**src/rtl/sps_pkg.sv**
```systemverilog
`default_nettype none

package sps_pkg;

  localparam logic [1:0] KIND_TICK  = 2'd0;
  localparam logic [1:0] KIND_START = 2'd1;
  localparam logic [1:0] KIND_STOP  = 2'd2;

  localparam int unsigned CYC_W   = 17;
  localparam int unsigned TICKS_W = 16;
  localparam int unsigned ANGLE_W = 16;

  // floor(a*64/45) == (a * ceil(2^28/45)) >> 22, exact for a below 2^16
  localparam logic [22:0] CYC_RECIP = 23'd5965233;
  localparam int unsigned CYC_SHIFT = 22;

  typedef struct packed {
    logic [1:0]         kind;
    logic               half_step;
    logic               direction;
    logic [TICKS_W-1:0] phase_ticks;
    logic [CYC_W-1:0]   cycles;
  } sps_item_t;

  typedef struct packed {
    logic [3:0] coils;
    logic       busy;
    logic       done;
    logic       ignored;
  } sps_result_t;

  function automatic logic [3:0] pattern_at(input logic half, input logic ccw,
                                            input logic [2:0] idx);
    logic [2:0] k;
    logic [3:0] pat;
    k = idx;
    if (ccw) begin
      k = half ? (3'd7 - idx) : {1'b0, 2'd3 - idx[1:0]};
    end
    if (half) begin
      case (k)
        3'd0:    pat = 4'h1;
        3'd1:    pat = 4'h3;
        3'd2:    pat = 4'h2;
        3'd3:    pat = 4'h6;
        3'd4:    pat = 4'h4;
        3'd5:    pat = 4'hC;
        3'd6:    pat = 4'h8;
        default: pat = 4'h9;
      endcase
    end else begin
      case (k[1:0])
        2'd0:    pat = 4'h1;
        2'd1:    pat = 4'h2;
        2'd2:    pat = 4'h4;
        default: pat = 4'h8;
      endcase
    end
    return pat;
  endfunction

endpackage

`default_nettype wire

```
**src/rtl/sps_in_stage.sv**
```systemverilog
`default_nettype none

module sps_in_stage
  import sps_pkg::*;
(
  input  wire logic               clk,
  input  wire logic               rst_n,
  input  wire logic               load,
  input  wire logic               advance,
  input  wire logic [1:0]         kind,
  input  wire logic               half_step,
  input  wire logic               direction,
  input  wire logic [TICKS_W-1:0] phase_ticks,
  input  wire logic [ANGLE_W-1:0] angle_deg,
  output      logic               item_valid,
  output      sps_item_t          item
);

  logic                         valid_r;
  logic                         valid_nxt;
  sps_item_t                    item_r;
  sps_item_t                    item_nxt;
  logic [ANGLE_W+23-1:0]        prod;

  // cycle count is worked out before the register so the step logic stays short
  assign prod = {{23{1'b0}}, angle_deg} * {{ANGLE_W{1'b0}}, CYC_RECIP};

  always_comb begin
    item_nxt.kind        = kind;
    item_nxt.half_step   = half_step;
    item_nxt.direction   = direction;
    item_nxt.phase_ticks = phase_ticks;
    item_nxt.cycles      = prod[CYC_SHIFT +: CYC_W];
    valid_nxt = load ? 1'b1 : (advance ? 1'b0 : valid_r);
  end

  always_ff @(posedge clk) begin
    if (!rst_n) begin
      valid_r <= 1'b0;
    end else begin
      valid_r <= valid_nxt;
    end
  end

  always_ff @(posedge clk) begin
    if (load) begin
      item_r <= item_nxt;
    end
  end

  assign item_valid = valid_r;
  assign item       = item_r;

endmodule

`default_nettype wire

```
**src/rtl/sps_core.sv**
```systemverilog
`default_nettype none

module sps_core
  import sps_pkg::*;
(
  input  wire logic        clk,
  input  wire logic        rst_n,
  input  wire logic        advance,
  input  wire sps_item_t   item,
  output      sps_result_t result
);

  logic [3:0]         coil_r,   coil_nxt;
  logic [2:0]         idx_r,    idx_nxt;
  logic [CYC_W-1:0]   cyc_r,    cyc_nxt;
  logic [TICKS_W-1:0] hold_r,   hold_nxt;
  logic [TICKS_W-1:0] hlen_r,   hlen_nxt;
  logic               half_r,   half_nxt;
  logic               ccw_r,    ccw_nxt;
  logic               run_r,    run_nxt;

  logic               done;
  logic               ignored;
  logic [TICKS_W-1:0] hold_dec;
  logic [TICKS_W-1:0] ticks_eff;
  logic [3:0]         next_idx;
  logic [CYC_W-1:0]   cyc_dec;
  logic               wrap;

  always_comb begin
    coil_nxt = coil_r;
    idx_nxt  = idx_r;
    cyc_nxt  = cyc_r;
    hold_nxt = hold_r;
    hlen_nxt = hlen_r;
    half_nxt = half_r;
    ccw_nxt  = ccw_r;
    run_nxt  = run_r;
    done     = 1'b0;
    ignored  = 1'b0;

    ticks_eff = (item.phase_ticks == '0) ? TICKS_W'(1) : item.phase_ticks;
    hold_dec  = (hold_r != '0) ? hold_r - TICKS_W'(1) : hold_r;
    next_idx  = {1'b0, idx_r} + 4'd1;
    wrap      = half_r ? (next_idx >= 4'd8) : (next_idx >= 4'd4);
    cyc_dec   = cyc_r;
    if (wrap && cyc_r != '0) begin
      cyc_dec = cyc_r - CYC_W'(1);
    end

    unique case (item.kind)
      KIND_START: begin
        if (run_r) begin
          ignored = 1'b1;
        end else if (item.cycles == '0) begin
          done = 1'b1;
        end else begin
          half_nxt = item.half_step;
          ccw_nxt  = item.direction;
          hlen_nxt = ticks_eff;
          cyc_nxt  = item.cycles;
          idx_nxt  = 3'd0;
          hold_nxt = ticks_eff;
          coil_nxt = pattern_at(item.half_step, item.direction, 3'd0);
          run_nxt  = 1'b1;
        end
      end
      KIND_STOP: begin
        coil_nxt = 4'h0;
        idx_nxt  = 3'd0;
        cyc_nxt  = '0;
        hold_nxt = '0;
        run_nxt  = 1'b0;
      end
      KIND_TICK: begin
        if (run_r) begin
          hold_nxt = hold_dec;
          if (hold_dec == '0) begin
            cyc_nxt = cyc_dec;
            if (wrap && cyc_dec == '0) begin
              run_nxt = 1'b0;
              done    = 1'b1;
              idx_nxt = 3'd0;
            end else begin
              idx_nxt  = wrap ? 3'd0 : next_idx[2:0];
              coil_nxt = pattern_at(half_r, ccw_r, wrap ? 3'd0 : next_idx[2:0]);
              hold_nxt = hlen_r;
            end
          end
        end
      end
      default: begin
        // unused kind leaves everything as it is
      end
    endcase

    result.coils   = coil_nxt;
    result.busy    = run_nxt;
    result.done    = done;
    result.ignored = ignored;
  end

  always_ff @(posedge clk) begin
    if (!rst_n) begin
      coil_r <= 4'h0;
      idx_r  <= 3'd0;
      cyc_r  <= '0;
      hold_r <= '0;
      hlen_r <= TICKS_W'(1);
      half_r <= 1'b0;
      ccw_r  <= 1'b0;
      run_r  <= 1'b0;
    end else if (advance) begin
      coil_r <= coil_nxt;
      idx_r  <= idx_nxt;
      cyc_r  <= cyc_nxt;
      hold_r <= hold_nxt;
      hlen_r <= hlen_nxt;
      half_r <= half_nxt;
      ccw_r  <= ccw_nxt;
      run_r  <= run_nxt;
    end
  end

endmodule

`default_nettype wire

```
**src/rtl/stepper_phase_sequencer.sv**
```systemverilog
// Unipolar stepper phase sequencer: drives blue, pink, yellow and orange coils.
// Input channel (in_*): one request per item; kind selects a millisecond tick,
// a start (mode, direction, hold ticks, angle) or a stop.
// Output channel (out_*): exactly one result per request, in order, with the
// coil pattern after that request and busy, done and start-ignored flags.
// Both channels use valid/stall; a request or result moves on an edge where
// valid is high and stall is low.
// A request accepted at an edge is held in the input register, then passes
// through the state update into the result register.
// Throughput: one request per cycle while the receiver does not stall, set by
// the state update between those registers; the angle-to-cycle multiply sits
// before the input register.
// When the receiver stalls the result holds, the input register fills and
// in_stall rises only while both registers are occupied.
// Reset (rst_n low, synchronous): coils off, idle, hold length one, both
// registers empty.
`default_nettype none

module stepper_phase_sequencer
  import sps_pkg::*;
(
  input  wire logic               clk,
  input  wire logic               rst_n,
  input  wire logic               in_valid,
  output      logic               in_stall,
  input  wire logic [1:0]         in_kind,
  input  wire logic               in_half_step,
  input  wire logic               in_direction,
  input  wire logic [TICKS_W-1:0] in_phase_ticks,
  input  wire logic [ANGLE_W-1:0] in_angle_deg,
  output      logic               out_valid,
  input  wire logic               out_stall,
  output      logic [3:0]         out_coils,
  output      logic               out_busy_res,
  output      logic               out_done_res,
  output      logic               out_start_ignored
);

  logic        item_valid;
  sps_item_t   item;
  sps_result_t result;
  logic        advance;
  logic        load;
  logic        out_valid_r;
  logic        out_valid_nxt;
  sps_result_t out_r;

  assign advance  = item_valid && (!out_valid_r || !out_stall);
  assign in_stall = item_valid && !advance;
  assign load     = in_valid && !in_stall;

  sps_in_stage u_in (
    .clk         (clk),
    .rst_n       (rst_n),
    .load        (load),
    .advance     (advance),
    .kind        (in_kind),
    .half_step   (in_half_step),
    .direction   (in_direction),
    .phase_ticks (in_phase_ticks),
    .angle_deg   (in_angle_deg),
    .item_valid  (item_valid),
    .item        (item)
  );

  sps_core u_core (
    .clk     (clk),
    .rst_n   (rst_n),
    .advance (advance),
    .item    (item),
    .result  (result)
  );

  always_comb begin
    out_valid_nxt = out_valid_r;
    if (advance) begin
      out_valid_nxt = 1'b1;
    end else if (!out_stall) begin
      out_valid_nxt = 1'b0;
    end
  end

  always_ff @(posedge clk) begin
    if (!rst_n) begin
      out_valid_r <= 1'b0;
    end else begin
      out_valid_r <= out_valid_nxt;
    end
  end

  always_ff @(posedge clk) begin
    if (advance) begin
      out_r <= result;
    end
  end

  assign out_valid         = out_valid_r;
  assign out_coils         = out_r.coils;
  assign out_busy_res      = out_r.busy;
  assign out_done_res      = out_r.done;
  assign out_start_ignored = out_r.ignored;

endmodule

`default_nettype wire

```
**config.mk**
```make
export PLATFORM = sky130hd
export DESIGN_NAME = stepper_phase_sequencer
export DESIGN_NICKNAME = d
export VERILOG_FILES = /design/src/rtl/sps_pkg.sv /design/src/rtl/sps_in_stage.sv /design/src/rtl/sps_core.sv /design/src/rtl/stepper_phase_sequencer.sv
export SDC_FILE = /design/constraint.sdc
export NUM_CORES = 1
export LEC_CHECK = 0
export BUFFER_PORTS_ARGS = -buffer_cell sky130_fd_sc_hd__clkbuf_2
export CELL_PAD_IN_SITES_DETAIL_PLACEMENT = 1
export CELL_PAD_IN_SITES_GLOBAL_PLACEMENT = 2
export CORE_MARGIN = 2
export CORE_UTILIZATION = 41
export DETAILED_ROUTE_END_ITERATION = 10
export PLACE_DENSITY = 0.85
export SLEW_MARGIN = 15
export SYNTH_ARGS = -nofsm -noshare
export SYNTH_HDL_FRONTEND = slang
export SYNTH_SLANG_ARGS = --single-unit
```
**constraint.sdc**
```tcl
create_clock -name clk -period 9.9 [get_ports clk]
set_input_delay 2.97 -clock clk [delete_from_list [all_inputs] [get_ports clk]]
set_output_delay 2.97 -clock clk [all_outputs]
set_load 0.02 [all_outputs]
```
==> key figures <==
STA
  • Final worst path period need: 8.57 ns
  • Final period util: ~87%
  • Final setup viols: 0
  • Relative slew margins: 24.3%
  • Layout Skew: between 0.02 and 0.025 ns
  • Slew at the pin with the worst max-slew slack: between 1 and 1.5 ns
  • Slew Limit Fails: 0
  • Final WS setup: 1.33 ns
  • RSZ-0062 raised after global routing: no
  • Setup tns final: 0 ns
  • Fmax achieved: around 120 MHz
  • Total count of hold-check failures in the final report: 0

Setup path
  • Required time of the critical path: 10.02 ns
  • Slowest stage cell on the critical path: sky130_fd_sc_hd__fa_1
  • Cell mode on critical path: sky130_fd_sc_hd__fa_1
  • Worst Setup Start Kind: input pin
  • Kind of critical path: input pin to flop
  • Stage delay of the slowest cell on the critical path: 0.57 ns
  • Kind of cell adding the most delay to the critical path: adder cells
  • Worst Path Max Fanout: 5
  • CP arrival: 8.69 ns
  • Category of the worst setup path capture point: flop
  • Sequence of cells on the critical path: clkbuf_2 -> ha_1 -> fa_1 -> fa_1 -> fa_1 -> fa_1 -> inv_1 -> fa_1 -> inv_1 -> ha_1 -> a21oi_1 -> o21ai_0 -> o21ai_0 -> nor4b_1 -> o21ai_0 -> a31oi_1 -> o21bai_1 -> a221o_1 -> xor2_1
  • Buffers plus inverters on the worst setup path: 3

Power
  • Highest ir drop seen on vdd: 118 uV
  • Clock share of power: 13.0%
  • Post-layout power: about 3 mW
  • Sequential fraction of design power: 21.7%
  • Fraction of power consumed by combinational cells: 65.3%
  • Switching portion of total power: 45.7%
  • Static leakage power: approximately 5.0 nW
  • Switching power summed over all nets: 1.34 mW
  • Internal portion of total power: around 1.6 mW
  • Ratio of total power to cell area: 266 nW/um^2

Hold path
  • Hold/Removal Path Class: flop to flop

Synth
  • Gate count of the mapped netlist: 1100
  • Avg Synthesized Cell Area: 9.26 um^2
  • Flip-flop and latch count after synthesis: 105
  • Async SR Flop Fraction: 0%
  • Proportion of netlist area held by the largest area contributor: 17.1%
  • Post-synthesis sequential area ratio: ~25%
  • Cell type with the highest aggregate area in the netlist: sky130_fd_sc_hd__fa_1
  • Combined area of all synthesized cells: 10200 um^2
  • Largest cells by area after synthesis: sky130_fd_sc_hd__fa_1 17%, sky130_fd_sc_hd__ha_1 16%, sky130_fd_sc_hd__edfxtp_1 13%, sky130_fd_sc_hd__dfxtp_1 12%, sky130_fd_sc_hd__inv_1 6.4%
  • Count of yosys warnings during synthesis: 0
  • EDFF count, synth: 44
  • Top_reg_cell synth: sky130_fd_sc_hd__dfxtp_1
  • Count of distinct cell types in the synthesized netlist: a little over 80
  • Syn nets: 1354

Clock tree
  • Htree depth: 3
  • Clock tree buffer depth: 2
  • Setup repair bufs after CTS: 0
  • Number of buffers added by the clock tree synthesis step: 9
  • Root buffer cell: sky130_fd_sc_hd__clkbuf_16
  • Clock insertion delay at the later pin of the skew report: about 0.37 ns
  • CTS Sinks: ~110
  • Cells resized by post-CTS repair: 0
  • TritonCTS clock tree: built
  • Clock edge transition at the registers on the reported setup and hold paths: 0.08 ns
  • Total of hold buffers inserted after clock tree synthesis: 0

Floorplan
  • Core box area: 24400 um^2
  • Row count: 57
  • Die width: 162 um
  • I/O pin count: 49
  • Die Ht: between 150 and 200 um
  • Initial cell density of the core: about two fifths
  • Die area: approximately 26000 um^2

Placed design
  • DP HPWL: 22500 um
  • IO buf count: 48
  • Cell Count Post-Placement: 1436
  • Weighted congestion reported at the end of routability-driven placement: 0.850
  • Worst slack at placement: 0.905 ns

Detailed routing
  • Number of vias per cell: 5.45
  • Antenna-violating nets left: 0
  • Average wire per standard cell: 19.3 um
  • Total iterations of the first detailed-routing run: 5
  • Post-detailed-routing wire length: 28000 um
  • Vias: 7914
  • Violation count after the first detailed-route iteration: 389
  • Number of remaining DRC errors: 0

Finish
  • Number of antenna repair diodes: 0
  • Layout cells sized above 1: 8.24%
  • Commonest non-fill, non-tap cell in the layout: sky130_fd_sc_hd__inv_1
  • # fillers: 2870
  • Area taken by flip-flops and latches: 2540 um^2
  • Count of non-filler cells in the finished layout: 1452
  • Layout Area Growth over Synthesis: 8.23%
  • Final-stage net count: roughly 1400
  • Final core utilization: 45.2%
  • Multi-input gate area: 6810 um^2
  • Leading cell types in the layout, fill and taps excluded: 175 x sky130_fd_sc_hd__inv_1, 127 x sky130_fd_sc_hd__ha_1, 109 x sky130_fd_sc_hd__nand2_1, 87 x sky130_fd_sc_hd__fa_1, 61 x sky130_fd_sc_hd__dfxtp_1

Outcome
  • Outcome: finished clean

GRT
  • Pin count of the biggest net entering global routing: 64
  • Number of antenna violations at the first check in global routing: 0
  • First-pass GRT wire length: 45800 um
  • Residual overflow from global routing: 0
  • Number of global-route vias before repair: 8555
  • Total global routing track utilization: 22.3%

Flow run
  • Max-Cap Viols: 0
[path summary, 6_finish.rpt]
| check | slack, ns | startpoint | endpoint | depth (start not counted) |
|---|---|---|---|---|
| min | 0.47 | u_core.hlen_r[1] | u_core.hlen_r[1] | 2 |
| max | 1.33 | in_angle_deg[10] | u_in.item[11] | 19 |
| max reg2reg | 6.05 | u_core.idx_r[0] | u_core.hold_r[12] | 11 |
| min reg2reg | 0.47 | u_core.hlen_r[1] | u_core.hlen_r[1] | 2 |
[worst reg2reg max path, delay by kind of cell, from the launching register on]
kind / cells / cell delay (ns)
AO/OA/AOI/OAI: 3 / 0.52
XOR/XNOR: 1 / 0.10
adder cells (fa/ha/maj): 1 / 0.30
buffers and inverters: 1 / 0.20
flip-flops: 1 / 0.52
AND/OR/NAND/NOR: 5 / 2.14
[routing by layer]
layer | wire, um | vias up | track usage [%]
met5 | 0 | - | 0
met4 | 788 | 0 | 7.84
met3 | 672 | 35 | 1.57
met2 | 13900 | 123 | 39.7
met1 | 12600 | 3914 | 28.7
li1 | - | 3842 | -
[registers in the layout (all words and copies together), names as in the netlist]
register / cells
out_busy_res: 1
out_coils: 4
out_done_res: 1
out_start_ignored: 1
out_valid: 1
u_core.ccw_r: 1
u_core.coil_r: 4
u_core.cyc_r: 17
u_core.half_r: 1
u_core.hlen_r: 16
u_core.hold_r: 16
u_core.idx_r: 3
u_core.run_r: 1
u_in.item: 37
u_in.item_valid: 1
[cells in the mapped netlist (20+ instances only)]
master                     count
sky130_fd_sc_hd__dfxtp_1      61
sky130_fd_sc_hd__a21oi_1      41
sky130_fd_sc_hd__nand2_1     109
sky130_fd_sc_hd__a21boi_0     20
sky130_fd_sc_hd__edfxtp_1     44
sky130_fd_sc_hd__inv_1       175
sky130_fd_sc_hd__ha_1        127
sky130_fd_sc_hd__nor2_1       39
sky130_fd_sc_hd__nor3_1       25
sky130_fd_sc_hd__a31oi_1      20
sky130_fd_sc_hd__clkbuf_1     31
sky130_fd_sc_hd__o21ai_0      49
sky130_fd_sc_hd__fa_1         87
[metrics by stage]
stage / hold WS, ns / cell area (um^2)
after floorplan: 0.439 / 10200
after global placement: 0.452 / 10700
after detailed placement: 0.460 / 10700
after CTS: 0.472 / 11000
after global routing: 0.492 / 11000
final: 0.471 / 11000
[cell families after synthesis]
| group | after synthesis | synth area share [%] |
|---|---|---|
| XOR/XNOR | 36 | 3.10 |
| AO/OA/AOI/OAI | 235 | 15.9 |
| buffers and inverters | 218 | 8.32 |
| multiplexers | 3 | 0.332 |
| adder cells (fa/ha/maj) | 214 | 32.7 |
| AND/OR/NAND/NOR | 289 | 14.7 |
| flip-flops | 105 | 25.0 |
[power groups by stage]
stage	registers (mW)	clock network [mW]	logic (mW)
2_1_floorplan	0.619	0	1.43
4_1_cts	0.636	0.388	1.95
3_3_place_gp	0.645	0	1.87
5_1_grt	0.641	0.403	2.22
3_5_place_dp	0.646	0	1.92
6_report	0.636	0.383	1.92
[layout make-up]
class | count | area share, %
multi-input combinational | 777 | 61.8
sequential | 105 | 23.1
inverter | 176 | 5.99
tap | 324 | 3.68
timing repair buffer | 54 | 2.59
clock buffer | 9 | 2.04
clock inverter | 7 | 0.829
(Power assumes the default switching activity.)
